===== src/hdl/sucf_pkg.sv =====
package sucf_pkg;

  localparam int ACC_W       = 32;
  localparam int SAMPLE_W    = 16;
  localparam int SHIFT_W     = 5;
  localparam int NUM_FRAMES  = 4;
  localparam int NUM_SAMPLES = 2 * NUM_FRAMES;
  localparam int NUM_RESULTS = 2 * NUM_FRAMES;
  localparam int RESULT_IDX_W = $clog2(NUM_RESULTS);

  localparam logic [SHIFT_W-1:0] SHIFT_RESET = 5'd8;

  typedef logic signed [ACC_W-1:0]    acc_t;
  typedef logic signed [SAMPLE_W-1:0] sample_t;

  localparam sample_t SAMPLE_MAX = 16'sh7FFF;
  localparam sample_t SAMPLE_MIN = 16'sh8000;

  typedef struct packed {
    acc_t left_0;
    acc_t right_0;
    acc_t left_1;
    acc_t right_1;
    acc_t left_2;
    acc_t right_2;
    acc_t left_3;
    acc_t right_3;
    logic buffer_end;
  } in_item_t;

  typedef struct packed {
    sample_t left;
    sample_t right;
  } pair_t;

  typedef pair_t [NUM_RESULTS-1:0] group_t;

  // floor of (a + b) / 2
  function automatic sample_t midpoint(input sample_t a, input sample_t b);
    logic signed [SAMPLE_W:0] sum;
    sum = {a[SAMPLE_W-1], a} + {b[SAMPLE_W-1], b};
    return sum[SAMPLE_W:1];
  endfunction

endpackage


===== src/hdl/sucf_in_if.sv =====
interface sucf_in_if;
  import sucf_pkg::*;

  logic valid;
  logic ready;
  acc_t left_0;
  acc_t right_0;
  acc_t left_1;
  acc_t right_1;
  acc_t left_2;
  acc_t right_2;
  acc_t left_3;
  acc_t right_3;
  logic buffer_end;

  modport source (
    output valid, left_0, right_0, left_1, right_1, left_2, right_2, left_3, right_3,
    output buffer_end,
    input  ready
  );

  modport sink (
    input  valid, left_0, right_0, left_1, right_1, left_2, right_2, left_3, right_3,
    input  buffer_end,
    output ready
  );
endinterface


===== src/hdl/sucf_out_if.sv =====
interface sucf_out_if;
  import sucf_pkg::*;

  logic    valid;
  logic    ready;
  sample_t out_left;
  sample_t out_right;
  logic    group_last;
  logic    buffer_last;

  modport source (
    output valid, out_left, out_right, group_last, buffer_last,
    input  ready
  );

  modport sink (
    input  valid, out_left, out_right, group_last, buffer_last,
    output ready
  );
endinterface


===== src/hdl/sucf_group_calc.sv =====
module sucf_group_calc (
  input  sucf_pkg::in_item_t                item,
  input  logic [sucf_pkg::SHIFT_W-1:0]      shift,
  input  sucf_pkg::pair_t                   prev,
  output sucf_pkg::group_t                  results,
  output sucf_pkg::pair_t                   last_pair
);
  import sucf_pkg::*;

  acc_t                   acc     [NUM_SAMPLES];
  acc_t                   shifted [NUM_SAMPLES];
  sample_t                sat     [NUM_SAMPLES];
  logic [NUM_SAMPLES-1:0] fits;
  logic                   overflow;
  sample_t                prev_l  [NUM_FRAMES];
  sample_t                prev_r  [NUM_FRAMES];

  always_comb begin
    acc[0] = item.left_0;
    acc[1] = item.right_0;
    acc[2] = item.left_1;
    acc[3] = item.right_1;
    acc[4] = item.left_2;
    acc[5] = item.right_2;
    acc[6] = item.left_3;
    acc[7] = item.right_3;

    // shift, range check and saturate each sample
    for (int k = 0; k < NUM_SAMPLES; k++) begin
      shifted[k] = acc[k] >>> shift;
      fits[k] = (&shifted[k][ACC_W-1:SAMPLE_W-1]) || !(|shifted[k][ACC_W-1:SAMPLE_W-1]);
      if (fits[k]) begin
        sat[k] = shifted[k][SAMPLE_W-1:0];
      end else if (shifted[k][ACC_W-1]) begin
        sat[k] = SAMPLE_MIN;
      end else begin
        sat[k] = SAMPLE_MAX;
      end
    end
    overflow = !(&fits);

    prev_l[0] = prev.left;
    prev_r[0] = prev.right;
    for (int f = 1; f < NUM_FRAMES; f++) begin
      prev_l[f] = sat[2*f-2];
      prev_r[f] = sat[2*f-1];
    end

    for (int f = 0; f < NUM_FRAMES; f++) begin
      results[2*f+1].left  = sat[2*f];
      results[2*f+1].right = sat[2*f+1];
      if (overflow) begin
        results[2*f].left  = sat[2*f];
        results[2*f].right = sat[2*f+1];
      end else begin
        results[2*f].left  = midpoint(sat[2*f], prev_l[f]);
        results[2*f].right = midpoint(sat[2*f+1], prev_r[f]);
      end
    end

    last_pair.left  = sat[NUM_SAMPLES-2];
    last_pair.right = sat[NUM_SAMPLES-1];
  end
endmodule


===== src/hdl/sucf_result_buf.sv =====
module sucf_result_buf (
  input  logic              clk,
  input  logic              rst,
  input  logic              load,
  input  sucf_pkg::group_t  results,
  input  logic              buffer_end,
  input  sucf_pkg::pair_t   new_prev,
  output sucf_pkg::pair_t   prev,
  output logic              can_load,
  sucf_out_if.source        out_ch
);
  import sucf_pkg::*;

  logic                    busy;
  logic [RESULT_IDX_W-1:0] idx;
  group_t                  res;
  logic                    buf_end;
  logic                    at_last;
  logic                    take;

  assign at_last  = (idx == RESULT_IDX_W'(NUM_RESULTS - 1));
  assign take     = busy && out_ch.ready;
  assign can_load = !busy || (take && at_last);

  assign out_ch.valid       = busy;
  assign out_ch.out_left    = res[idx].left;
  assign out_ch.out_right   = res[idx].right;
  assign out_ch.group_last  = at_last;
  assign out_ch.buffer_last = at_last && buf_end;

  // control and history
  always_ff @(posedge clk) begin
    if (rst) begin
      busy <= 1'b0;
      idx  <= '0;
      prev <= '0;
    end else begin
      if (load) begin
        busy <= 1'b1;
        idx  <= '0;
        prev <= new_prev;
      end else if (take) begin
        if (at_last) begin
          busy <= 1'b0;
          idx  <= '0;
        end else begin
          idx <= idx + 1'b1;
        end
      end
    end
  end

  // result payload
  always_ff @(posedge clk) begin
    if (load) begin
      res     <= results;
      buf_end <= buffer_end;
    end
  end
endmodule


===== src/hdl/stereo_upsample_clamp_output.sv =====
// Stereo 2x upsampler with 16-bit clamping. Each input transaction carries one group of four
// stereo frames of 32-bit accumulators; the block shifts them right by output_shift, and gives
// eight 16-bit stereo result transactions, one per cycle while results.ready is high, the eighth
// flagged group_last (and buffer_last when the group had buffer_end). Without overflow each
// frame yields its midpoint with the previous sample, then the sample; if any sample of the
// group overflows, the whole group is clamped and each pair is repeated. A group passes an
// input register, then is computed in one pass into an eight-entry result buffer, from which
// the results are offered. The output buffer drains one result per cycle while results.ready
// is high; the next group waits in the input register and moves into the buffer as the eighth
// result is taken. The midpoint history is kept across groups and buffers and cleared only by
// reset. Write output_shift only while the block is idle.
module stereo_upsample_clamp_output (
  input  logic                         clk,
  input  logic                         rst,
  input  logic                         cfg_wr_en,
  input  logic [sucf_pkg::SHIFT_W-1:0] cfg_wr_data,
  sucf_in_if.sink                      samples,
  sucf_out_if.source                   results
);
  import sucf_pkg::*;

  logic [SHIFT_W-1:0] output_shift;
  logic               in_full;
  in_item_t           in_item;
  in_item_t           in_next;
  logic               can_load;
  logic               load;
  group_t             calc_results;
  pair_t              calc_last;
  pair_t              prev;

  assign load          = in_full && can_load;
  assign samples.ready = !in_full || can_load;

  always_comb begin
    in_next.left_0     = samples.left_0;
    in_next.right_0    = samples.right_0;
    in_next.left_1     = samples.left_1;
    in_next.right_1    = samples.right_1;
    in_next.left_2     = samples.left_2;
    in_next.right_2    = samples.right_2;
    in_next.left_3     = samples.left_3;
    in_next.right_3    = samples.right_3;
    in_next.buffer_end = samples.buffer_end;
  end

  always_ff @(posedge clk) begin
    if (rst) begin
      output_shift <= SHIFT_RESET;
      in_full      <= 1'b0;
    end else begin
      if (cfg_wr_en) begin
        output_shift <= cfg_wr_data;
      end
      if (samples.valid && samples.ready) begin
        in_full <= 1'b1;
      end else if (load) begin
        in_full <= 1'b0;
      end
    end
  end

  always_ff @(posedge clk) begin
    if (samples.valid && samples.ready) begin
      in_item <= in_next;
    end
  end

  sucf_group_calc u_calc (
    .item      (in_item),
    .shift     (output_shift),
    .prev      (prev),
    .results   (calc_results),
    .last_pair (calc_last)
  );

  sucf_result_buf u_result_buf (
    .clk        (clk),
    .rst        (rst),
    .load       (load),
    .results    (calc_results),
    .buffer_end (in_item.buffer_end),
    .new_prev   (calc_last),
    .prev       (prev),
    .can_load   (can_load),
    .out_ch     (results)
  );
endmodule


===== src/flat_wrapper.sv =====
// flat-port wrapper written by rule: the top's interface ports become plain ports
module stereo_upsample_clamp_output_flat import sucf_pkg::*;
  (clk, rst, cfg_wr_en, cfg_wr_data, samples_valid, samples_left_0, samples_right_0, samples_left_1, samples_right_1, samples_left_2, samples_right_2, samples_left_3, samples_right_3, samples_buffer_end, samples_ready, results_valid, results_out_left, results_out_right, results_group_last, results_buffer_last, results_ready);
  sucf_in_if samples_i ();
  sucf_out_if results_i ();
  input  logic clk;
  input  logic rst;
  input  logic cfg_wr_en;
  input  logic [sucf_pkg::SHIFT_W-1:0] cfg_wr_data;
  input wire logic [$bits(samples_i.valid)-1:0] samples_valid;
  input wire logic [$bits(samples_i.left_0)-1:0] samples_left_0;
  input wire logic [$bits(samples_i.right_0)-1:0] samples_right_0;
  input wire logic [$bits(samples_i.left_1)-1:0] samples_left_1;
  input wire logic [$bits(samples_i.right_1)-1:0] samples_right_1;
  input wire logic [$bits(samples_i.left_2)-1:0] samples_left_2;
  input wire logic [$bits(samples_i.right_2)-1:0] samples_right_2;
  input wire logic [$bits(samples_i.left_3)-1:0] samples_left_3;
  input wire logic [$bits(samples_i.right_3)-1:0] samples_right_3;
  input wire logic [$bits(samples_i.buffer_end)-1:0] samples_buffer_end;
  output wire logic [$bits(samples_i.ready)-1:0] samples_ready;
  output wire logic [$bits(results_i.valid)-1:0] results_valid;
  output wire logic [$bits(results_i.out_left)-1:0] results_out_left;
  output wire logic [$bits(results_i.out_right)-1:0] results_out_right;
  output wire logic [$bits(results_i.group_last)-1:0] results_group_last;
  output wire logic [$bits(results_i.buffer_last)-1:0] results_buffer_last;
  input wire logic [$bits(results_i.ready)-1:0] results_ready;
  assign samples_i.valid = samples_valid;
  assign samples_i.left_0 = samples_left_0;
  assign samples_i.right_0 = samples_right_0;
  assign samples_i.left_1 = samples_left_1;
  assign samples_i.right_1 = samples_right_1;
  assign samples_i.left_2 = samples_left_2;
  assign samples_i.right_2 = samples_right_2;
  assign samples_i.left_3 = samples_left_3;
  assign samples_i.right_3 = samples_right_3;
  assign samples_i.buffer_end = samples_buffer_end;
  assign samples_ready = samples_i.ready;
  assign results_valid = results_i.valid;
  assign results_out_left = results_i.out_left;
  assign results_out_right = results_i.out_right;
  assign results_group_last = results_i.group_last;
  assign results_buffer_last = results_i.buffer_last;
  assign results_i.ready = results_ready;
  stereo_upsample_clamp_output u_core (.clk(clk), .rst(rst), .cfg_wr_en(cfg_wr_en), .cfg_wr_data(cfg_wr_data), .samples(samples_i), .results(results_i));
endmodule

===== config.mk =====
export PLATFORM = sky130hd
export DESIGN_NAME = stereo_upsample_clamp_output_flat
export DESIGN_NICKNAME = d
export VERILOG_FILES = /design/src/hdl/sucf_pkg.sv /design/src/hdl/sucf_in_if.sv /design/src/hdl/sucf_out_if.sv /design/src/hdl/sucf_group_calc.sv /design/src/hdl/sucf_result_buf.sv /design/src/hdl/stereo_upsample_clamp_output.sv /design/src/flat_wrapper.sv
export SDC_FILE = /design/constraint.sdc
export NUM_CORES = 2
export LEC_CHECK = 0
export BUFFER_PORTS_ARGS = -buffer_cell sky130_fd_sc_hd__buf_2
export CORE_MARGIN = 2
export CORE_UTILIZATION = 55
export CTS_CLUSTER_DIAMETER = 60
export DETAILED_ROUTE_END_ITERATION = 6
export GPL_ROUTABILITY_DRIVEN = 1
export PLACE_DENSITY = 0.76
export SLEW_MARGIN = 0
export SYNTH_ARGS = -nofsm -noshare
export SYNTH_HDL_FRONTEND = slang
export SYNTH_SLANG_ARGS = --single-unit

===== constraint.sdc =====
create_clock -name clk -period 10.1 [get_ports clk]
set_input_delay 2.02 -clock clk [delete_from_list [all_inputs] [get_ports clk]]
set_output_delay 2.02 -clock clk [all_outputs]
set_load 0.02 [all_outputs]

==> results.tsv <==
stage	metric	value	unit
status	run status	completed	
clock_network	buffer count from post-CTS setup fixing	0	
final_layout	number of nets at the end of the flow	4705	
floorplan	die outline height	287	um
route	post-detailed-route via-to-cell ratio	6.92	
yosys	Synth Area per Inst	10.4	um^2
yosys	proportion of synthesized area in mux cells	0.225	
final_layout	most used cells in the layout excluding fill and tap cells	514 x edfxtp_1, 512 x nand2_1, 314 x a21oi_1, 302 x buf_2, 288 x nor2_1	
clock_network	Hold Buf Count CTS	0	
timing	transition at the pin with the smallest max-transition slack	1.37	ns
floorplan	number of rows in the core area	103	
pwr	power density over the cells	161	nW/um^2
route	number of iterations in the first detailed-routing pass	6	
worst_setup_path	Critical Setup Path Class	reg2reg	
final_layout	fraction of layout cells with a size suffix above 1	0.232	
place	post-detail-place hpwl	113	mm
floorplan	initial cell density of the core	0.557	
floorplan	placeable core area	79100	um^2
timing	Max transition margin	0.0829	
floorplan	number of top-level pins	303	
clock_network	clock slew seen by the registers of the worst setup and hold paths	0.06	ns
route	remaining design rule violation count	0	
global_route	overall fraction of global-route tracks in use	0.363	
worst_setup_path	critical path, cell by cell	buf_4 -> buf_4 -> mux4_2 -> mux2_2 -> mux2i_1 -> o2111ai_1 -> nor2_1 -> a21boi_1 -> buf_4 -> o21ai_0 -> inv_1 -> ha_1 -> inv_1 -> nor2_1 -> o211ai_1 -> o41ai_2 -> a211oi_1 -> o21ai_1 -> a221oi_1 -> xor2_1 -> o21ai_0	
worst_setup_path	maximum single-stage delay on the critical path	1.03	ns
yosys	synth top area cells	edfxtp_1 35%, mux4_2 14%, mux2i_1 4.8%, nand2_1 4.4%, mux2_2 3.8%	
worst_setup_path	most frequent cell on the critical path	buf_4	
final_layout	area of combinational cells with multiple inputs	25800	um^2
yosys	complex-gate fraction of the synthesized area	0.180	
clock_network	Clock Sinks	556	
pwr	clock network power share	0.303	
global_route	global route total overflow	0	
yosys	synthesized-area fraction occupied by adder cells	0.0351	
yosys	cell area after synthesis	44100	um^2
yosys	area share of and/or/nand/nor cells after synthesis	0.125	
global_route	antenna violations before repair	8	
route	Final ANT Viol Nets	0	
timing	number of slew-limit violations in the final report	0	
worst_setup_path	maximum fanout count along the critical path	74	
clock_network	Inserted Clock Buffers	60	
final_layout	final design utilization	0.608	
yosys	leading register cell type out of synthesis	edfxtp_1	
yosys	XOR/XNOR share of the synthesized area	0.0185	
timing	final setup violating endpoints	0	
route	Via Count	37597	
timing	maximum operating frequency	0.131	GHz
pwr	switch share	0.345	
final_layout	commonest non-fill, non-tap cell in the layout	edfxtp_1	
route	total length of routed wires	152	mm
final_layout	filler cell count in the final layout	6603	
final_layout	final cell count without fillers	5432	
timing	final hold violation count	0	
global_route	global-route wire length before repair	225	mm
yosys	fraction of registers with async set or reset after synthesis	0	
yosys	dominant combinational cell family by area after synthesis	multiplexers	
clock_network	Resized Gates After CTS	0	
final_layout	Synth-to-Final Area Change	9.05	%
pwr	sum of internal, switching and leakage power	7720	uW
yosys	synthesis-stage register bit count	556	
pwr	Peak supply drop	0.156	mV
flow_run	number of maximum-capacitance violations	0	
clock_network	maximum root-to-sink buffer count	3	
yosys	cells after synthesis	4221	
worst_setup_path	master of the slowest instance on the critical path	dfxtp_4	
route	WL/cell	28.0	um
worst_setup_path	critical path endpoint category	flip-flop	
place	placer congestion estimate	1.08	
pwr	cell internal pwr	5060	uW
clock_network	level count of the clock H-tree	2	
floorplan	DIE WIDTH	287	um
final_layout	fin area	48100	um^2
worst_hold_path	class of the worst hold path	reg2reg	
yosys	cell taking the most area after synthesis	edfxtp_1	
clock_network	clock latency on the worst-skew pair	0.66	ns
yosys	sequential element share of the synthesized area	0.369	
global_route	pin count of the biggest net entering global routing	168	
timing	unrepaired setup endpoints after global routing	false	
final_layout	area taken by flip-flops and latches	16300	um^2
yosys	distinct cell type count of the synthesized netlist	119	
yosys	syn nets	4601	
place	total placed instance area	46000	um^2
pwr	NetSw	2660	uW
pwr	fraction of power consumed by combinational cells	0.326	
place	IO Port Bufs	302	
clock_network	root buffer cell	clkbuf_16	
yosys	fraction of synthesized cell area taken by the top area cell type	0.350	
timing	Max Clock Skew	0.0170	ns
pwr	standby leakage power	0.0176	uW
yosys	number of warnings printed during yosys synthesis	0	
timing	final worst path period share	0.757	
timing	Total Neg Setup Slack	0	ns
floorplan	Die Area	82400	um^2
place	number of instances in the placed design	5313	
worst_setup_path	required time worst endpoint	10.49	ns
timing	Min Clock Period, post-route	7.65	ns
worst_setup_path	CP startpoint kind	flip-flop	
clock_network	TritonCTS clock tree	built	
worst_setup_path	data arrival time of the critical path	8.04	ns
route	first-iteration detailed-routing DRC count	5479	
yosys	EDFF count, synth	514	
global_route	number of global-route vias before repair	35058	
pwr	Flop pwr share	0.370	
==> worst paths after layout <==
| check | from | end | slack, ns | depth (start not counted) |
|---|---|---|---|---|
| setup / recovery | u_core.output_shift[1]$_SDFFE_PP0P_ | u_core.u_result_buf.res[94]$_DFFE_PP_ | 2.45 | 21 |
| hold / removal | u_core.in_item[0]$_DFFE_PP_ | u_core.u_result_buf.buf_end$_DFFE_PP_ | 0.42 | 0 |
| setup reg to reg | u_core.output_shift[1]$_SDFFE_PP0P_ | u_core.u_result_buf.res[94]$_DFFE_PP_ | 2.45 | 21 |
| hold reg to reg | u_core.in_item[0]$_DFFE_PP_ | u_core.u_result_buf.buf_end$_DFFE_PP_ | 0.42 | 0 |
==> final cells by class <==
cell class              instances  share of cell area
diodes                          7            0.000364
clock buffers                  72              0.0326
flip-flops and latches        556               0.339
clock inverters                40              0.0112
inverters                      88             0.00731
repair buffers                386              0.0459
well taps                    1050              0.0273
multi-input cells            3233               0.536
==> registers in the layout, indices dropped and copies added (netlist names) <==
signal and cells:
u_core.u_result_buf.out_ch.valid 1, u_core.u_result_buf.idx 3, u_core.u_result_buf.prev 32, u_core.u_result_buf.buf_end 1
u_core.in_full 1, u_core.u_result_buf.res 256, u_core.in_item 257, u_core.output_shift 5
==> Yosys cell counts, drive strengths merged (63+ instances only) <==
cell and n:
edfxtp 514, nand2 514, a21oi 318, nor2 289
mux4 269, o21ai 256, mux2i 210, buf 177
clkbuf 167, mux2 156, ha 105, inv 86
a211oi 71, xnor2 67, a21o 65, nor3 63
==> cell families (layout without fill, tap and decap cells) <==
family	after synthesis	after routing
simple gates	1195	1195
compound gates	1190	1190
mux	635	635
flops	556	556
buf+inv	432	586
fa+ha+maj	120	120
xor+xnor	93	93
other cells	0	7
==> worst max-delay path: cells and delay by family (launching register included) <==
kind,cells,cell delay (ns)
xor gates and xnor gates,1,0.16
DFF,1,1.03
and+or+nand+nor,2,0.18
AOI/OAI and AO/OA,9,2.76
buffers and inverters,5,1.75
adders and majority gates,1,0.31
muxes,3,1.12
==> routing by layer <==
layer  global-route usage  part of all wire  up-vias
li1                     -                 -    16617
met1                0.508              0.39    18090
met2                0.532              0.43     2434
met3               0.0740              0.11      452
met4                0.193             0.064        4
met5                    0           0.00018        -
==> per-stage QoR <==
| step | worst slack [ns] | hold WS [ns] |
|---|---|---|
| detailed placement | 2.74 | 0.418 |
| global placement | 2.93 | 0.409 |
| global route | 1.96 | 0.438 |
| finish | 2.45 | 0.423 |
| floorplan | 1.20 | 0.400 |
| CTS | 2.71 | 0.426 |
==> power groups by stage <==
stage	registers [uW]	clock network (uW)	logic, uW
floorplan	2830	0	1760
CTS	2850	2370	2440
global placement	2890	0	2400
detailed placement	2900	0	2430
finish	2860	2340	2520
global route	2870	2450	2690
No activity file was read; power rests on OpenSTA's default activity.
